[config.mk]
export PLATFORM = sky130hd
export DESIGN_NAME = abrc_div_step
export DESIGN_NICKNAME = d
export VERILOG_FILES = /design/src/sv/abrc_pkg.sv /design/src/sv/abrc_div_step.sv
export SDC_FILE = /design/constraint.sdc
export NUM_CORES = 1
export LEC_CHECK = 0
export BUFFER_PORTS_ARGS = -buffer_cell sky130_fd_sc_hd__buf_2
export CORE_AREA = 5 5 338 340
export DETAILED_ROUTE_END_ITERATION = 12
export DIE_AREA = 0 0 343 345
export PLACE_DENSITY_LB_ADDON = 0.08
export SYNTH_ARGS = -nofsm -noshare
export SYNTH_HDL_FRONTEND = slang
export SYNTH_SLANG_ARGS = --single-unit
[constraint.sdc]
create_clock -name vclk -period 28.9
set_input_delay 1.445 -clock vclk [all_inputs]
set_output_delay 1.445 -clock vclk [all_outputs]
set_load 0.02 [all_outputs]
[src/sv/abrc_pkg.sv]
// shared constants, types and helpers of the box refine / coarsen unit
// depends on nothing
package abrc_pkg;

    localparam int COORD_W    = 24;
    localparam int RATIO_W    = 9;
    localparam int WIDE_W     = COORD_W + RATIO_W + 2;
    localparam int NUM_LANES  = 6;
    localparam int DIV_STEP   = 4;
    localparam int DIV_STAGES = (COORD_W + DIV_STEP - 1) / DIV_STEP;
    localparam int STG_W      = $clog2(DIV_STAGES);

    localparam logic [2:0] MODE_REFINE      = 3'd0;
    localparam logic [2:0] MODE_NODE_REFINE = 3'd1;
    localparam logic [2:0] MODE_COARSEN     = 3'd2;
    localparam logic [2:0] MODE_COARSEN_OUT = 3'd3;
    localparam logic [2:0] MODE_GROW_LO     = 3'd4;
    localparam logic [2:0] MODE_GROW_HI     = 3'd5;
    localparam logic [2:0] MODE_SHIFT       = 3'd6;

    localparam logic [RATIO_W-1:0] RATIO_RESET = RATIO_W'(2);

    localparam logic [COORD_W-1:0] COORD_MAX = {1'b0, {(COORD_W-1){1'b1}}};
    localparam logic [COORD_W-1:0] COORD_MIN = {1'b1, {(COORD_W-1){1'b0}}};

    // one coordinate in flight
    typedef struct packed {
        logic                 use_div;  // result comes from the divider
        logic                 neg;      // dividend was negative
        logic                 up;       // round toward +inf (ceiling)
        logic                 dec;      // subtract one after the product
        logic [COORD_W-1:0]   num;      // dividend bits, quotient shifts in
        logic [RATIO_W-1:0]   rem;      // partial remainder
        logic [WIDE_W-1:0]    wide;     // exact non-divide result
    } t_lane;

    typedef struct packed {
        t_lane [NUM_LANES-1:0] lane;  // lo x,y,z then hi x,y,z
    } t_item;

    typedef struct packed {
        logic [NUM_LANES-1:0][COORD_W-1:0] coord;
        logic                              ovf;
    } t_result;

    // a ratio of zero behaves as one
    function automatic logic [RATIO_W-1:0] eff_ratio(input logic [RATIO_W-1:0] r);
        eff_ratio = (r == '0) ? RATIO_W'(1) : r;
    endfunction

endpackage

[src/sv/abrc_div_step.sv]
// one divider stage: four restoring quotient bits for all six lanes
// depends on abrc_pkg
module abrc_div_step (
    input  abrc_pkg::t_item                 i_item,
    input  logic [abrc_pkg::STG_W-1:0]      i_stage,
    input  logic [abrc_pkg::RATIO_W-1:0]    i_ratio,
    output abrc_pkg::t_item                 o_item
);

    logic [abrc_pkg::RATIO_W-1:0] w_d;

    always_comb begin
        logic [abrc_pkg::RATIO_W:0]   rem2;
        logic [abrc_pkg::COORD_W-1:0] num;
        logic [abrc_pkg::RATIO_W-1:0] rem;
        w_d    = abrc_pkg::eff_ratio(i_ratio);
        o_item = i_item;
        for (int c = 0; c < abrc_pkg::NUM_LANES; c++) begin
            num = i_item.lane[c].num;
            rem = i_item.lane[c].rem;
            for (int j = 0; j < abrc_pkg::DIV_STEP; j++) begin
                // last stage may hold fewer real bits
                if (int'(i_stage) * abrc_pkg::DIV_STEP + j < abrc_pkg::COORD_W) begin
                    rem2 = {rem, num[abrc_pkg::COORD_W-1]};
                    num  = {num[abrc_pkg::COORD_W-2:0], 1'b0};
                    if (rem2 >= {1'b0, w_d}) begin
                        rem    = abrc_pkg::RATIO_W'(rem2 - {1'b0, w_d});
                        num[0] = 1'b1;
                    end else begin
                        rem = abrc_pkg::RATIO_W'(rem2);
                    end
                end
            end
            o_item.lane[c].num = num;
            o_item.lane[c].rem = rem;
        end
    end

endmodule

After elaboration in Yosys (flattened, before gate mapping):

Index checks and enable logic that the tools add are counted.

* output and inout port bits: 432
* word-level logic and storage cells: 153
* input bits: 444
* bits in registers: 0

* mux-type cells: 97
* magnitude comparators: 28
* add/subtract/negate cells: 27
* reductions and logical operators: 1

Operators by type and width (number)
* $mux 24: 24
* $mux 9: 49
* $ge 10x9->1: 24
* $sub 9x9->9: 24
* $mux 1: 24
* $lt 6x5->1 const B: 3
* $add 5x2->6 const B: 2
* $logic_not 9->1: 1
* $add 5x1->6 const B: 1
* $lt 5x5->1 const B: 1

Depth between registers and ports, before layout:

* depth after elaboration: 14
* depth in mapped cells: 46
* depth with buffers taken out: 43

Least setup slack after synthesis:

Ideal clock, no wire load.

* path type: input-to-output
* start: in i_ratio[5] in the netlist's numbering
* end: out o_item[398] in the netlist's numbering
* arrival: 11384 ps
* required time: 27455 ps
* stages: 40
* path buffers: 2
* setup slack: 16071 ps
* cells stage by stage: inv_1 a41o_1 ha_1 inv_1 fa_1 a21oi_1 o211ai_1 a2111o_1 nand2_1 a21oi_1 a21oi_1 inv_1 fa_1 nand2b_1 a21oi_1 o211ai_1 and3_1 nand2_1 [... 4 more ...] a21o_1 a21oi_1 nor2b_1 o31a_1 or4_1 a31oi_1 buf_2 mux2i_1 o21ai_0 fa_1 a21o_1 a21oi_1 nor2_1 o31a_1 a2111oi_0 nand2_1 buf_2 a311oi_1

RTL lines
* start: declaration: line abrc_div_step.sv:6 `input logic [abrc_pkg::RATIO_W-1:0] i_ratio,`
* end: declaration: line abrc_div_step.sv:7 `output abrc_pkg::t_item o_item`

==> impl_metrics.csv <==
group,metric,value,unit
worst_setup_path,worst-path-buf-inv,6,
clock_network,ctsResizeCount,0,
worst_setup_path,startpoint_type,"input pin",
synth,syn-num-nets,3225,
floorplanning,die_h,345,um
synth,syn_inst,2541,
clock_network,cts_setup_buffers,0,
worst_setup_path,crit_path_top_delay_cell,"a211oi_4",
status,status,"complete, no violations",
cells_and_area,layout.nets,3347,
timing,max_slew.worst_pin.slew,0.994,ns
routing,via_per_inst,4.48,
routing,num_vias,18661,
worst_setup_path,cp_top_family,"compound AO/OA/AOI/OAI gates",
cells_and_area,syn_to_final_growth,12.8,%
cells_and_area,nFlopsAndLatches,0,
grt,grt_overflow_total,0,
synth,syn_area,16500,sq um
timing,relSlewSlack,0.337,
worst_setup_path,slowest_delay,0.76,ns
worst_setup_path,end_kind,"output pin",
routing,drc,0,
cells_and_area,clock_buffers,0,
worst_setup_path,critPathKind,"input pin to output pin",
floorplanning,core,111000,sq um
grt,grt_antenna_before_repair,13,
placement,routabilityCongestion,0.887,
grt,grt_pass1_wl,129,mm
timing,rsz0062_at_grt,"no",
cells_and_area,seqCellArea,0,sq um
grt,grt_max_degree,151,
placement,dp.cells,4161,
floorplanning,io_pins,876,
timing,setup_viol,0,
routing,drt_iter0_drc,1023,
worst_setup_path,path_max_fanout,17,
timing,fin_setup_tns,0,ns
routing,wl_per_cell,21.8,um
placement,dpl.hpwl,75.8,mm
timing,min_period,14.92,ns
run,maxCapViolCount,0,
timing,hold_violations,0,
routing,drt-total-wl,90.9,mm
timing,fin_crit_sh,0.516,
timing,drv_slew,0,
floorplanning,rows,123,
synth,ys_seq_area_frac,0,
worst_setup_path,crit_path_frequent_cell,"nor2_1",
floorplanning,die_area,118000,sq um
cells_and_area,fin_cells,4164,
grt,grt_pass1_vias,18876,
hold_path,min_path_type,"input pin to output pin",
worst_setup_path,crit_required,27.45,ns
floorplanning,die_w,343,um
grt,grt_use_total,0.143,
timing,whs,2.89,ns
worst_setup_path,critPathArrivalTime,13.48,ns
placement,port_buffers,407,
floorplanning,initial_core_util,0.148,
clock_network,hold_buffers,0,
cells_and_area,post_route_cells_drive_above_1_share,0.187,
cells_and_area,final_cell_mix,"nand2_1 (467), buf_2 (407), nor2_1 (250)",
synth,avgSynthCellArea,6.48,sq um
cells_and_area,final_common_cell,"nand2_1",
timing,max_freq,67.0,MHz
synth,synth_cell_types,89,
routing,drtPass1Iterations,5,
routing,final_antenna_net_count,0,
synth,yosys_warnings,0,
[per-stage QoR]
| step | instance area (sq um) | setup WS, ns | utilization |
|---|---|---|---|
| floorplan | 16500 | 16.07 | - |
| global placement | 18600 | 13.81 | 0.167 |
| detailed placement | 18600 | 13.90 | 0.167 |
| CTS | 18600 | 13.83 | 0.167 |
| global route | 18600 | 12.86 | 0.167 |
| finish | 18600 | 13.98 | 0.167 |
[metal layers]
metal	vias up	track usage	share of wire
met5	-	0.00613	0.0013
met4	6	0.0298	0.024
met3	141	0.0225	0.056
met2	573	0.242	0.46
met1	8888	0.192	0.46
li1	9053	-	-
[kinds of logic after synthesis]
kind of cell / Yosys count / synth area share
buffers and inverters: 402 / 0.146
AND/OR/NAND/NOR: 1011 / 0.271
multiplexers: 76 / 0.0482
AO/OA/AOI/OAI: 680 / 0.271
adder cells (fa/ha/maj): 240 / 0.193
XOR/XNOR: 132 / 0.0702
[final timing paths]
| path | start | to | slack [ns] | cells past startpoint |
|---|---|---|---|---|
| worst max-delay path | i_ratio[1] | o_item[325] | 13.98 | 42 |
| worst min-delay path | i_item[104] | o_item[104] | 2.89 | 0 |
[final cells by class]
type / instances / area [sq um]
Timing Repair Buffer: 440 / 2300
Fill cell: 12874 / 92700
Antenna cell: 3 / 7.51
Multi-Input combinational cell: 2139 / 14100
Inverter: 82 / 308
Tap cell: 1500 / 1880
[Yosys cell counts (all sizes together), types with 36 or more instances]
cell      n  area [sq um]
a21o     67           503
a21oi   225          1140
a31oi    36           225
buf     265          1890
clkbuf   55           206
ha      216          2700
inv      82           308
mux2i    53           534
nand2   469          1760
nand4    40           250
nor2    251           945
nor2b    51           319
nor3     59           295
o21ai   125           629
xnor2    85           744
xor2     47           412
