### src/sv/abrc_pkg.sv
// shared constants, types and helpers of the box refine / coarsen unit
// depends on nothing
package abrc_pkg;

    localparam int COORD_W    = 24;
    localparam int RATIO_W    = 9;
    localparam int WIDE_W     = COORD_W + RATIO_W + 2;
    localparam int NUM_LANES  = 6;
    localparam int DIV_STEP   = 4;
    localparam int DIV_STAGES = (COORD_W + DIV_STEP - 1) / DIV_STEP;
    localparam int STG_W      = $clog2(DIV_STAGES);

    localparam logic [2:0] MODE_REFINE      = 3'd0;
    localparam logic [2:0] MODE_NODE_REFINE = 3'd1;
    localparam logic [2:0] MODE_COARSEN     = 3'd2;
    localparam logic [2:0] MODE_COARSEN_OUT = 3'd3;
    localparam logic [2:0] MODE_GROW_LO     = 3'd4;
    localparam logic [2:0] MODE_GROW_HI     = 3'd5;
    localparam logic [2:0] MODE_SHIFT       = 3'd6;

    localparam logic [RATIO_W-1:0] RATIO_RESET = RATIO_W'(2);

    localparam logic [COORD_W-1:0] COORD_MAX = {1'b0, {(COORD_W-1){1'b1}}};
    localparam logic [COORD_W-1:0] COORD_MIN = {1'b1, {(COORD_W-1){1'b0}}};

    // one coordinate in flight
    typedef struct packed {
        logic                 use_div;  // result comes from the divider
        logic                 neg;      // dividend was negative
        logic                 up;       // round toward +inf (ceiling)
        logic                 dec;      // subtract one after the product
        logic [COORD_W-1:0]   num;      // dividend bits, quotient shifts in
        logic [RATIO_W-1:0]   rem;      // partial remainder
        logic [WIDE_W-1:0]    wide;     // exact non-divide result
    } t_lane;

    typedef struct packed {
        t_lane [NUM_LANES-1:0] lane;  // lo x,y,z then hi x,y,z
    } t_item;

    typedef struct packed {
        logic [NUM_LANES-1:0][COORD_W-1:0] coord;
        logic                              ovf;
    } t_result;

    // a ratio of zero behaves as one
    function automatic logic [RATIO_W-1:0] eff_ratio(input logic [RATIO_W-1:0] r);
        eff_ratio = (r == '0) ? RATIO_W'(1) : r;
    endfunction

endpackage

### src/sv/abrc_prep.sv
// first stage logic: mode decode, products, grow/shift sums, divider setup
// depends on abrc_pkg
module abrc_prep (
    input  logic [2:0]                              i_mode,
    input  logic [abrc_pkg::NUM_LANES-1:0][abrc_pkg::COORD_W-1:0] i_coord,
    input  logic [1:0]                              i_axis,
    input  logic [abrc_pkg::COORD_W-1:0]            i_amount,
    input  logic [abrc_pkg::RATIO_W-1:0]            i_ratio,
    output abrc_pkg::t_item                         o_item
);

    logic signed [abrc_pkg::WIDE_W-1:0]  w_src   [abrc_pkg::NUM_LANES];
    logic signed [abrc_pkg::WIDE_W-1:0]  w_prod  [abrc_pkg::NUM_LANES];
    logic signed [abrc_pkg::COORD_W:0]   w_mop   [abrc_pkg::NUM_LANES];
    logic signed [abrc_pkg::WIDE_W-1:0]  w_amt;
    logic signed [abrc_pkg::RATIO_W:0]   w_rs;

    always_comb begin
        w_amt = abrc_pkg::WIDE_W'($signed(i_amount));
        w_rs  = $signed({1'b0, abrc_pkg::eff_ratio(i_ratio)});
        for (int c = 0; c < abrc_pkg::NUM_LANES; c++) begin
            w_src[c] = abrc_pkg::WIDE_W'($signed(i_coord[c]));
            // cell refine of the upper corner multiplies hi+1
            if (i_mode == abrc_pkg::MODE_REFINE && c >= 3) begin
                w_mop[c] = $signed({i_coord[c][abrc_pkg::COORD_W-1], i_coord[c]})
                         + (abrc_pkg::COORD_W+1)'(1);
            end else begin
                w_mop[c] = $signed({i_coord[c][abrc_pkg::COORD_W-1], i_coord[c]});
            end
            w_prod[c] = w_mop[c] * w_rs;
        end
    end

    always_comb begin
        logic hit;
        logic is_hi;
        for (int c = 0; c < abrc_pkg::NUM_LANES; c++) begin
            is_hi = (c >= 3);
            hit   = (i_axis == 2'(c % 3));
            o_item.lane[c].neg     = i_coord[c][abrc_pkg::COORD_W-1];
            o_item.lane[c].num     = i_coord[c][abrc_pkg::COORD_W-1] ? -i_coord[c]
                                                                     : i_coord[c];
            o_item.lane[c].rem     = '0;
            o_item.lane[c].use_div = 1'b0;
            o_item.lane[c].up      = 1'b0;
            o_item.lane[c].dec     = 1'b0;
            o_item.lane[c].wide    = w_src[c];
            case (i_mode)
                abrc_pkg::MODE_REFINE: begin
                    o_item.lane[c].wide = w_prod[c];
                    o_item.lane[c].dec  = is_hi;
                end
                abrc_pkg::MODE_NODE_REFINE: begin
                    o_item.lane[c].wide = w_prod[c];
                end
                abrc_pkg::MODE_COARSEN: begin
                    o_item.lane[c].use_div = 1'b1;
                end
                abrc_pkg::MODE_COARSEN_OUT: begin
                    o_item.lane[c].use_div = 1'b1;
                    o_item.lane[c].up      = is_hi;
                end
                abrc_pkg::MODE_GROW_LO: begin
                    if (!is_hi && hit) o_item.lane[c].wide = w_src[c] - w_amt;
                end
                abrc_pkg::MODE_GROW_HI: begin
                    if (is_hi && hit) o_item.lane[c].wide = w_src[c] + w_amt;
                end
                abrc_pkg::MODE_SHIFT: begin
                    if (hit) o_item.lane[c].wide = w_src[c] + w_amt;
                end
                default: begin
                end
            endcase
        end
    end

endmodule

### config.mk
export PLATFORM = sky130hd
export DESIGN_NAME = abrc_prep
export DESIGN_NICKNAME = d
export VERILOG_FILES = /design/src/sv/abrc_pkg.sv /design/src/sv/abrc_prep.sv
export SDC_FILE = /design/constraint.sdc
export NUM_CORES = 2
export LEC_CHECK = 0
export BUFFER_PORTS_ARGS = -buffer_cell sky130_fd_sc_hd__buf_2
export CORE_AREA = 2 2 511 513
export DETAILED_ROUTE_END_ITERATION = 6
export DIE_AREA = 0 0 513 515
export MAX_ROUTING_LAYER = met4
export PLACE_DENSITY_LB_ADDON = 0.15
export SYNTH_ARGS = -nofsm -noshare
export SYNTH_HDL_FRONTEND = slang
export SYNTH_SLANG_ARGS = --single-unit
### constraint.sdc
create_clock -name vclk -period 16
set_input_delay 3.2 -clock vclk [all_inputs]
set_output_delay 3.2 -clock vclk [all_outputs]
set_load 0.02 [all_outputs]
; Yosys cells after proc, flatten, opt, wreduce, memory -nomap -nowiden
; Cells that the tools add are included.
[totals]
register_bits = 0
input_bits = 182
out_inout_bits = 432
wordCells = 66
[classes]
n_addsub = 18
n_mul = 6
eq_ne = 8
mux = 28
reduce_logical = 6
[op_table]
columns = operator, count
row1 = 35-bit 2-to-1 mux, 9
row2 = 35-bit case mux with 3 select lines, 3
row3 = 35-bit case mux with 2 select lines, 3
row4 = 24-bit by 24-bit adder with 25-bit output, 6
row5 = 24-bit 2-to-1 mux, 6
row6 = 24-bit negator, 6
row7 = 25-bit by 10-bit multiplier with 35-bit output, 3
row8 = 24-bit by 10-bit multiplier with 34-bit output, 3
row9 = "24-bit by 2-bit adder with 25-bit output, second input constant", 3
row10 = 25-bit 2-to-1 mux, 3
row11 = 24-bit by 24-bit subtractor with 25-bit output, 3
row12 = "3-bit == test, second input constant", 3
row13 = 9-bit zero test, 1
row14 = 9-bit 2-to-1 mux, 1
row15 = "3-bit by 2-bit == test with 1-bit output, second input constant", 2
row16 = 2-bit OR reduction, 3
row17 = "3-bit by 1-bit == test with 1-bit output, second input constant", 1
row18 = 3-bit zero test, 1
row19 = 1-bit 2-to-1 mux, 3
row20 = "2-bit by 1-bit == test with 1-bit output, second input constant", 1
row21 = "2-bit == test, second input constant", 1
row22 = 2-bit zero test, 1

; Depth between registers and ports, before layout
[logic_depth]
word_depth = 4
ltp_mapped = 30
mapped_depth_nobuf = 29

; Least setup slack after synthesis
; Ideal clock, no wire load.
[synth_path]
kind = input to output
from = in i_mode[0]
to = out o_item[319] in the netlist's numbering
t_arrival_ps = 10213
required_ps = 12800
setup_slack_ps = 2587
path_stages = 29
n_path_buf = 1
cell_sequence = buf_2 nor3_4 and4_1 and3_1 and2_1 and3_1 nand2_1 nor2_2 xor2_1 nand2_1 fa_1 inv_1 fa_1 fa_1 fa_1 inv_1 fa_1 inv_1 ha_1 a21o_1 a21o_1 a211oi_1 o21ai_1 and3_1 a221oi_1 a31oi_1 o31ai_1 xor2_1 o21ai_1
[synth_rtl]
columns = element, line_no
row1 = "start, declared", abrc_prep.sv:4  ; input logic [2:0] i_mode,
row2 = "end, declared", abrc_prep.sv:9  ; output abrc_pkg::t_item o_item

==> key figures <==
Cells and area
  – Finished Cell Area: a little over 0.07 mm2
  – # fillers: roughly 28000
  – Final nets: approximately 10000
  – Final-layout clock buffer total: 0
  – Area growth from synthesis to final layout: 9.56%
  – Flip-flop and latch count: 0
  – Register Area: 0 um2
  – Share of cells above drive strength 1: around 9%
  – Footprint of the multi-input gates: 0.0569 mm2

Setup path
  – CP Launch Type: input port
  – Data required time at the worst endpoint: 12800 ps
  – CP Capture Type: output pin
  – Worst path bufs/invs: 5
  – Crit-path leading delay family: adder cells
  – Cell mode on critical path: fa_1
  – Critical path's slowest cell: a221oi_1
  – Worst EP arrival: 11490 ps
  – Slowest stage delay, CP: 720 ps
  – Critical Path Fanout Max: 9
  – Critical path class: input port to output pin

Timing
  – Max-slew violations: 0
  – # setup viols final: 0
  – RSZ-0062 raised after global routing: false
  – Fin Setup TNS: 0 ps
  – Least-Margin Pin Slew: ~1200 ps
  – Tcrit/Tclk final: slightly above 90%
  – Min Tclk post-route: 14690 ps
  – Max-slew headroom: 17.3%
  – Fmax: 0.0681 GHz
  – Final hold violations: 0

Die
  – Initial Util: 24.9%
  – Die Width: just over 500 um
  – DIE AREA: approximately 0.26 mm2
  – Die Ht: about 520 um
  – Num ports: 614
  – FP Rows: approximately 190
  – Core ar.: 0.259 mm2

Min path
  – Hold Path Sink: o_item[286]
  – Min-Delay Startpoint: i_coord[95]
  – Worst hold path type: input port to output pin
  – Number of cells on the worst hold path: 2

Synth
  – Post-synth top area cell: fa_1
  – Yosys warns: 0
  – Synth Cell Area: about 0.064 mm2
  – Most common cell in the netlist: inv_1
  – Synth cell types: around 100
  – Synth top area share: 34.2%
  – Post-Synthesis Cells: slightly above 8000
  – Sequential area share after synthesis: 0%
  – Synth top cells by count: 1475 x inv_1, 1098 x fa_1, 1052 x nand2_1
  – Average cell area after synthesis: between 7 and 8 um2
  – Area contributors post-synth: fa_1 34%, ha_1 13%, inv_1 8.6%, nand2_1 6.1%, xnor2_1 5.0%

Place
  – DP Area: a little over 0.07 mm2
  – Post-DP HPWL: between 200 and 250 mm
  – IO buf count: around 550
  – GPL Wtd Cong: around 0.9

Route
  – Initial drt markers: 3540
  – DR WL/cell: about 22 um
  – Drt drc: 0
  – Via/cell ratio: a little under 5
  – Post-route ant nets: 0
  – First-pass iteration count of the detailed router: 5
  – Via count: ~57000
  – Drt total wl: around 260 mm

Global routing
  – Number of global-route vias before repair: 60100
  – Grt ovf: 0
  – Largest net degree at the start of global routing: 104
  – First-pass GRT wire length: roughly 390 mm
  – Initial antenna violation count: 38
  – Aggregate global-route resource usage: between 20% and 30%

Outcome
  – Outcome: finished clean

Clocking
  – CTS Hold Bufs: 0
  – PostCTS Resize Cnt: 0
  – Setup Buffers After CTS: 0

Run
  – Max-Cap Viols: 0
[cells in the final DEF (no fill, tap or decap), drive strengths merged, types with 19 or more instances in the layout]
| master | count |
|---|---|
| nor2 | 298 |
| nand4 | 36 |
| o21a | 40 |
| nor4 | 21 |
| o41ai | 23 |
| a221o | 20 |
| o211ai | 36 |
| o21ai | 405 |
| inv | 1483 |
| fa | 1098 |
| nand2 | 1052 |
| or3 | 46 |
| a211oi | 50 |
| a31oi | 53 |
| nand2b | 86 |
| o31ai | 74 |
| a22oi | 75 |
| or2 | 24 |
| xnor2 | 372 |
| and3 | 38 |
| ha | 669 |
| nand3 | 97 |
| or4 | 26 |
| conb | 60 |
| and2 | 506 |
| o221ai | 19 |
| a21oi | 349 |
| buf | 668 |
| a21o | 138 |
| nor3 | 96 |
| nor2b | 87 |
| xor2 | 129 |
| o21bai | 58 |
[through the flow]
step           worst slack, ps  hold WS (ps)  util [%]  std cells
2_1_floorplan             2590          6480         -       8266
3_3_place_gp              1360          6650      27.2      11900
3_5_place_dp              1230          6640      27.2      11900
4_1_cts                   1210          6640      27.2      11900
5_1_grt                    708          6660      27.2      11900
6_report                  1310          6640      27.2      11900
[metal layers]
metal  global-route usage (%)  vias up  wire length, um
li1                         -    26600                -
met1                     26.4    29200           118000
met2                     34.7     1507           128000
met3                     1.42      171            11700
met4                     3.24        0             5030
met5                        -        -                0
[logic make-up (layout without fill, tap and decap cells)]
logic type | after synthesis | count (layout) | share of synthesized area (%)
multiplexers | 14 | 14 | 0.222
other | 1 | 68 | 0.00583
AND/OR/NAND/NOR | 2457 | 2457 | 18.5
buffers and inverters | 1960 | 2153 | 12.0
AO/OA/AOI/OAI | 1507 | 1507 | 15.2
adder cells (fa/ha/maj) | 1767 | 1767 | 47.2
XOR/XNOR | 501 | 501 | 6.88
[worst max-delay path by stage]
stage,end,start,cells past startpoint
finish,o_item[319],i_mode[0],30
global route,o_item[246],i_mode[0],27
CTS,o_item[248],i_mode[0],27
detailed placement,o_item[248],i_mode[0],28
global placement,o_item[248],i_mode[0],27
floorplan,o_item[319],i_mode[0],29
[area by class of cell]
class,count,share of cell area (%)
inverter,1485,7.91
timing repair buffer,668,5.29
tap,3402,6.04
multi-input combinational,6306,80.7
antenna,8,0.0284
