$ cat src/sv/abrc_pkg.sv
// shared constants, types and helpers of the box refine / coarsen unit
// depends on nothing
package abrc_pkg;

    localparam int COORD_W    = 24;
    localparam int RATIO_W    = 9;
    localparam int WIDE_W     = COORD_W + RATIO_W + 2;
    localparam int NUM_LANES  = 6;
    localparam int DIV_STEP   = 4;
    localparam int DIV_STAGES = (COORD_W + DIV_STEP - 1) / DIV_STEP;
    localparam int STG_W      = $clog2(DIV_STAGES);

    localparam logic [2:0] MODE_REFINE      = 3'd0;
    localparam logic [2:0] MODE_NODE_REFINE = 3'd1;
    localparam logic [2:0] MODE_COARSEN     = 3'd2;
    localparam logic [2:0] MODE_COARSEN_OUT = 3'd3;
    localparam logic [2:0] MODE_GROW_LO     = 3'd4;
    localparam logic [2:0] MODE_GROW_HI     = 3'd5;
    localparam logic [2:0] MODE_SHIFT       = 3'd6;

    localparam logic [RATIO_W-1:0] RATIO_RESET = RATIO_W'(2);

    localparam logic [COORD_W-1:0] COORD_MAX = {1'b0, {(COORD_W-1){1'b1}}};
    localparam logic [COORD_W-1:0] COORD_MIN = {1'b1, {(COORD_W-1){1'b0}}};

    // one coordinate in flight
    typedef struct packed {
        logic                 use_div;  // result comes from the divider
        logic                 neg;      // dividend was negative
        logic                 up;       // round toward +inf (ceiling)
        logic                 dec;      // subtract one after the product
        logic [COORD_W-1:0]   num;      // dividend bits, quotient shifts in
        logic [RATIO_W-1:0]   rem;      // partial remainder
        logic [WIDE_W-1:0]    wide;     // exact non-divide result
    } t_lane;

    typedef struct packed {
        t_lane [NUM_LANES-1:0] lane;  // lo x,y,z then hi x,y,z
    } t_item;

    typedef struct packed {
        logic [NUM_LANES-1:0][COORD_W-1:0] coord;
        logic                              ovf;
    } t_result;

    // a ratio of zero behaves as one
    function automatic logic [RATIO_W-1:0] eff_ratio(input logic [RATIO_W-1:0] r);
        eff_ratio = (r == '0) ? RATIO_W'(1) : r;
    endfunction

endpackage

$ cat src/sv/abrc_finish.sv
// last stage logic: quotient rounding, final offset, clamp and overflow
// depends on abrc_pkg
module abrc_finish (
    input  abrc_pkg::t_item     i_item,
    output abrc_pkg::t_result   o_res
);

    localparam logic signed [abrc_pkg::WIDE_W-1:0] LIM_HI =
        abrc_pkg::WIDE_W'($signed({1'b0, abrc_pkg::COORD_MAX}));
    localparam logic signed [abrc_pkg::WIDE_W-1:0] LIM_LO =
        abrc_pkg::WIDE_W'($signed(abrc_pkg::COORD_MIN));

    always_comb begin
        logic                               nz;
        logic                               inc;
        logic [abrc_pkg::COORD_W:0]         mag;
        logic signed [abrc_pkg::WIDE_W-1:0] val;
        o_res.ovf = 1'b0;
        for (int c = 0; c < abrc_pkg::NUM_LANES; c++) begin
            nz  = (i_item.lane[c].rem != '0);
            inc = nz & (i_item.lane[c].up ^ i_item.lane[c].neg);
            mag = {1'b0, i_item.lane[c].num} + (abrc_pkg::COORD_W+1)'(inc);
            if (i_item.lane[c].use_div) begin
                val = i_item.lane[c].neg ? -abrc_pkg::WIDE_W'(mag)
                                         :  abrc_pkg::WIDE_W'(mag);
            end else begin
                val = $signed(i_item.lane[c].wide)
                    - abrc_pkg::WIDE_W'(i_item.lane[c].dec);
            end
            if (val > LIM_HI) begin
                o_res.coord[c] = abrc_pkg::COORD_MAX;
                o_res.ovf      = 1'b1;
            end else if (val < LIM_LO) begin
                o_res.coord[c] = abrc_pkg::COORD_MIN;
                o_res.ovf      = 1'b1;
            end else begin
                o_res.coord[c] = val[abrc_pkg::COORD_W-1:0];
            end
        end
    end

endmodule

$ cat config.mk
export PLATFORM = sky130hd
export DESIGN_NAME = abrc_finish
export DESIGN_NICKNAME = d
export VERILOG_FILES = /design/src/sv/abrc_pkg.sv /design/src/sv/abrc_finish.sv
export SDC_FILE = /design/constraint.sdc
export NUM_CORES = 1
export LEC_CHECK = 0
export BUFFER_PORTS_ARGS = -buffer_cell sky130_fd_sc_hd__buf_2
export CORE_AREA = 4 4 222 224
export DETAILED_ROUTE_END_ITERATION = 16
export DIE_AREA = 0 0 226 228
export GPL_TIMING_DRIVEN = 0
export PLACE_DENSITY = 0.59
export SKIP_LAST_GASP = 1
export SYNTH_ARGS = -nofsm -noshare
export SYNTH_HDL_FRONTEND = slang
export SYNTH_SLANG_ARGS = --single-unit
$ cat constraint.sdc
create_clock -name vclk -period 23
set_clock_uncertainty 0.15 [all_clocks]
set_input_delay 6.9 -clock vclk [all_inputs]
set_output_delay 6.9 -clock vclk [all_outputs]
set_load 0.02 [all_outputs]
# Word-level counts from Yosys, hierarchy flattened
# Index checks and enable logic that the tools add are counted.
word_totals:
  register_bits: 0
  latch_bits: 0
  ramBits: 0
  mem_bits_ro: 0
  inputBits: 432
  output_inout_bits: 145
  elab_cells: 83
  n_memories: 0
op_classes:
  addsub: 18
  n_mul: 0
  div_mod_pow: 0
  magnitude_cmp: 12
  eq_ne: 0
  n_shift: 0
  mux: 35
  bitwise_logic: 12
  n_reduce_logical: 6
ops:
  columns: ["op", "n"]
  rows:
  - ["$mux 35", 12]
  - ["$mux 24", 11]
  - ["$gt 35x24->1 const B", 6]
  - ["$lt 35x24->1 const B", 6]
  - ["$neg 25->35", 6]
  - ["$sub 35x1->35", 6]
  - ["$add 24x1->25", 6]
  - ["$reduce_bool 9->1", 6]
  - ["$mux 25", 1]
  - ["$mux 1", 11]
  - ["$and 1x1->1", 6]
  - ["$xor 1x1->1", 6]

# Logic depth before layout (Yosys ltp)
depth:
  word_depth: 19
  mapped_depth: 20
  mapped_depth_nobuf: 17

# Worst setup path after synthesis
# No wires, ideal clock.
synth_path:
  kind: "input -> output"
  from: "input i_item[214] (netlist bit)"
  to: "output o_res[71] (netlist bit)"
  arrival_time_ps: 11363
  required_ps: 15950
  path_slack_ps: 4587
  cell_stages: 18
  n_path_buf: 5
  cell_sequence: "clkbuf_1 buf_1 xnor2_1 a31oi_1 ha_1 ha_1 clkbuf_1 and3_1 clkbuf_1 nand4_1 nor3b_1 mux2_2 or4_1 o21ai_0 a21oi_1 o31a_1 buf_2 o21ai_0"
synth_rtl:
  columns: ["item", "line_no", "source"]
  rows:
  - ["start, declared", "abrc_finish.sv:4", "input abrc_pkg::t_item i_item,"]
  - ["end, declared", "abrc_finish.sv:5", "output abrc_pkg::t_result o_res"]

==> impl_results.html <==
<table>
<tr><th>Metric</th><th>Value</th></tr>
<tr><th colspan="2">Power and ir drop</th></tr>
<tr><td>Pwr/cell area</td><td>about 19 nW/um^2</td></tr>
<tr><td>Pleak</td><td>roughly 7 nW</td></tr>
<tr><td>Worst vdd ir</td><td>roughly 0.012 mV</td></tr>
<tr><td>Overall power after layout</td><td>roughly 360 uW</td></tr>
<tr><th colspan="2">Setup path</th></tr>
<tr><td>Required time reported for the critical path endpoint</td><td>roughly 16 ns</td></tr>
<tr><td>Crit path buffers/inverters</td><td>6</td></tr>
<tr><td>Data arrival time at the worst-slack endpoint</td><td>12.56 ns</td></tr>
<tr><td>Highest fanout seen on the critical path</td><td>10</td></tr>
<tr><td>Crit path launch type</td><td>primary input</td></tr>
<tr><td>CP endpoint kind</td><td>output pin</td></tr>
<tr><td>Series of cell instances along the critical path</td><td>buf_2 &gt; buf_1 &gt; clkbuf_1 &gt; xnor2_1 &gt; a31oi_1 &gt; ha_1 &gt; ha_1 &gt; clkbuf_1 &gt; nand3_1 &gt; nor4_1 &gt; xnor2_1 &gt; o31a_1 &gt; and4b_1 &gt; a41oi_1 &gt; a211o_1 &gt; o41a_1 &gt; buf_2 &gt; o21ai_1 &gt; buf_2</td></tr>
<tr><td>Most used cell along the critical path</td><td>sky130_fd_sc_hd__buf_2</td></tr>
<tr><td>Crit Path Category</td><td>primary input to output pin</td></tr>
<tr><td>Cell type group with the largest total delay on the critical path</td><td>buffers and inverters</td></tr>
<tr><td>Library cell contributing the largest single delay on the critical path</td><td>sky130_fd_sc_hd__nor4_1</td></tr>
<tr><td>Crit path largest cell delay</td><td>between 0.6 and 0.7 ns</td></tr>
<tr><th colspan="2">Synthesis</th></tr>
<tr><td>Count of different cell masters after synthesis</td><td>a little over 90</td></tr>
<tr><td>Synth warnings</td><td>0</td></tr>
<tr><td>Post-Syn Instances</td><td>~2600</td></tr>
<tr><td>Synthesized area per cell</td><td>6.061 sq um</td></tr>
<tr><td>Post-Synthesis Cell Area</td><td>15750 sq um</td></tr>
<tr><td>Net count after synthesis</td><td>slightly above 3000</td></tr>
<tr><td>Leading area contributor after synthesis</td><td>sky130_fd_sc_hd__xnor2_1</td></tr>
<tr><td>Sequential area share after synthesis</td><td>0</td></tr>
<tr><td>Dominant cell by count in the synthesized netlist</td><td>sky130_fd_sc_hd__nor2_1</td></tr>
<tr><td>Most area-consuming cells after synthesis</td><td>sky130_fd_sc_hd__xnor2_1 14%, sky130_fd_sc_hd__xor2_1 8.9%, sky130_fd_sc_hd__a21oi_1 7.3%</td></tr>
<tr><td>Top-area cell type share of the netlist area</td><td>0.1402</td></tr>
<tr><td>Most numerous cell types in the synthesized netlist</td><td>278 x sky130_fd_sc_hd__nor2_1, 252 x sky130_fd_sc_hd__xnor2_1, 231 x sky130_fd_sc_hd__a21oi_1, 231 x sky130_fd_sc_hd__nand2_1, 201 x sky130_fd_sc_hd__o21ai_0</td></tr>
<tr><th colspan="2">Routing</th></tr>
<tr><td>Via count</td><td>21162</td></tr>
<tr><td>Antenna Nets Post-Route</td><td>0</td></tr>
<tr><td>Vias per Instance</td><td>5.637</td></tr>
<tr><td>Post-route DRC</td><td>0</td></tr>
<tr><td>Post-Route WL</td><td>66740 um</td></tr>
<tr><td>Drt first-iter violations</td><td>approximately 1600</td></tr>
<tr><td>Average wire per cell in the routed design</td><td>about 18 um</td></tr>
<tr><td>First-pass DRT Iterations</td><td>5</td></tr>
<tr><th colspan="2">Global route</th></tr>
<tr><td>Number of antenna violations at the first check in global routing</td><td>32</td></tr>
<tr><td>Maximum number of pins on one net before global-route repair</td><td>11</td></tr>
<tr><td>Global route total overflow</td><td>0</td></tr>
<tr><td>Total global routing track utilization</td><td>0.2348</td></tr>
<tr><td>Number of global-route vias before repair</td><td>between 15000 and 20000</td></tr>
<tr><td>Global-route wire length before repair</td><td>102400 um</td></tr>
<tr><th colspan="2">Final layout</th></tr>
<tr><td>Seq cells</td><td>0</td></tr>
<tr><td>Filler Cells Inserted</td><td>5358</td></tr>
<tr><td>Multi-input gate area</td><td>14800 sq um</td></tr>
<tr><td>Final cell area excluding filler cells</td><td>19170 sq um</td></tr>
<tr><td>Number of clock buffers in the layout</td><td>0</td></tr>
<tr><td>Proportion of layout cells with a drive suffix above 1</td><td>0.2029</td></tr>
<tr><td>Sequential cell area</td><td>0 sq um</td></tr>
<tr><td>Share of the core filled with cells in the final layout</td><td>0.4050</td></tr>
<tr><td>Net count reported at finish</td><td>about 3600</td></tr>
<tr><td>Area delta synth-&gt;final</td><td>21.76%</td></tr>
<tr><th colspan="2">Placed design</th></tr>
<tr><td>Number of I/O port buffers</td><td>between 500 and 600</td></tr>
<tr><td>GPL Wtd Cong</td><td>0.9653</td></tr>
<tr><td>HPWL after DPL</td><td>~57000 um</td></tr>
<tr><td>Area after DPL</td><td>about 19000 sq um</td></tr>
<tr><th colspan="2">Run</th></tr>
<tr><td>Max-capacitance violation count</td><td>0</td></tr>
<tr><th colspan="2">Floorplanning</th></tr>
<tr><td>Num rows</td><td>80</td></tr>
<tr><td>Die area</td><td>just over 50000 sq um</td></tr>
<tr><td>Y dimension of the die</td><td>~230 um</td></tr>
<tr><td>Count of boundary I/O pins</td><td>about 580</td></tr>
<tr><td>Die X</td><td>226 um</td></tr>
<tr><td>Placeable Area</td><td>~47000 sq um</td></tr>
<tr><td>Initial Utilization</td><td>0.3326</td></tr>
<tr><th colspan="2">STA</th></tr>
<tr><td>Highest achievable clock rate</td><td>50.99 MHz</td></tr>
<tr><td>Setup-violating endpoint count in the final report</td><td>0</td></tr>
<tr><td>Post-route minimum period</td><td>19.61 ns</td></tr>
<tr><td>Max-Slew Margin vs Limit</td><td>0.1539</td></tr>
<tr><td>Period Utilization, post-route</td><td>0.8527</td></tr>
<tr><td>Unrepaired setup endpoints after global routing</td><td>no</td></tr>
<tr><td>Final Hold Fails</td><td>0</td></tr>
<tr><td>Total negative slack for setup checks</td><td>0 ns</td></tr>
<tr><td>Count of pins over their slew limit</td><td>0</td></tr>
<tr><td>Hold Slack</td><td>around 14 ns</td></tr>
<tr><td>Worst-Margin Slew</td><td>1.253 ns</td></tr>
<tr><th colspan="2">Run status</th></tr>
<tr><td>Outcome</td><td>finished clean</td></tr>
<tr><th colspan="2">CTS</th></tr>
<tr><td># Post-CTS Setup Buffers</td><td>0</td></tr>
<tr><td>Hold buffers post-CTS</td><td>0</td></tr>
<tr><td>Count of cells resized by post-cts repair</td><td>0</td></tr>
<tr><th colspan="2">Worst hold path</th></tr>
<tr><td>Class of the tightest hold or removal check</td><td>primary input to output pin</td></tr>
</table>
[cells in the final DEF (no fill, tap or decap), drive strengths merged, types with 11 or more instances in the layout]
cell / synthesis / layout
a211oi: 18 / 18
a21o: 12 / 12
a21oi: 232 / 232
a22oi: 11 / 11
a31oi: 44 / 44
and2: 26 / 26
and3: 29 / 29
and4: 19 / 19
buf: 54 / 575
clkbuf: 113 / 113
diode: 0 / 20
ha: 30 / 30
inv: 66 / 66
mux2: 14 / 14
mux2i: 26 / 26
nand2: 231 / 231
nand2b: 17 / 17
nand3: 86 / 86
nand4: 72 / 72
nor2: 278 / 278
nor2b: 17 / 17
nor3: 127 / 127
nor3b: 16 / 16
nor4: 91 / 91
o21ai: 224 / 224
o31ai: 26 / 26
or2: 26 / 26
or3: 63 / 63
or4: 34 / 34
xnor2: 253 / 253
xor2: 160 / 160
[stage by stage]
step / worst slack [ns] / std cells
3_3_place_gp: 3.389 / 3734
4_1_cts: 3.385 / 3734
6_report: 3.389 / 3754
5_1_grt: 2.796 / 3747
2_1_floorplan: 4.587 / 2598
3_5_place_dp: 3.419 / 3734
[final cells by class]
cell class                 instances  area share
antenna                           20    0.002610
buffer                           167     0.03608
timing repair buffer             521      0.1360
tap                              615     0.04013
multi-input combinational       2364      0.7721
inverter                          67     0.01312
[power by group]
group	leakage, nW	internal (mW)	switching [mW]
clock	0.000127	0.000000116	0
sequential	0	0	0
combinational	7.02	0.135	0.228
[final timing paths]
check | from | slack [ns] | to | cells after the start
setup / recovery | i_item[142] | 3.39 | o_res[44] | 19
hold / removal | i_item[149] | 14.12 | o_res[54] | 5
[cells by family after synthesis]
kind of cell / Yosys count / synth area share
mux: 40 / 0.02654
simple gates: 1181 / 0.3919
buf+inv: 234 / 0.05991
xor+xnor: 413 / 0.2302
compound gates: 700 / 0.2677
fa+ha+maj: 30 / 0.02384
[layer usage]
| layer | wire length, um | part of all wire | track usage |
|---|---|---|---|
| met5 | 184 | 0.0028 | 0 |
| met4 | 1188 | 0.018 | 0.03618 |
| met3 | 4855 | 0.073 | 0.03201 |
| met2 | 30850 | 0.46 | 0.3937 |
| met1 | 29670 | 0.44 | 0.3263 |
No activity file was read; power rests on OpenSTA's default activity.
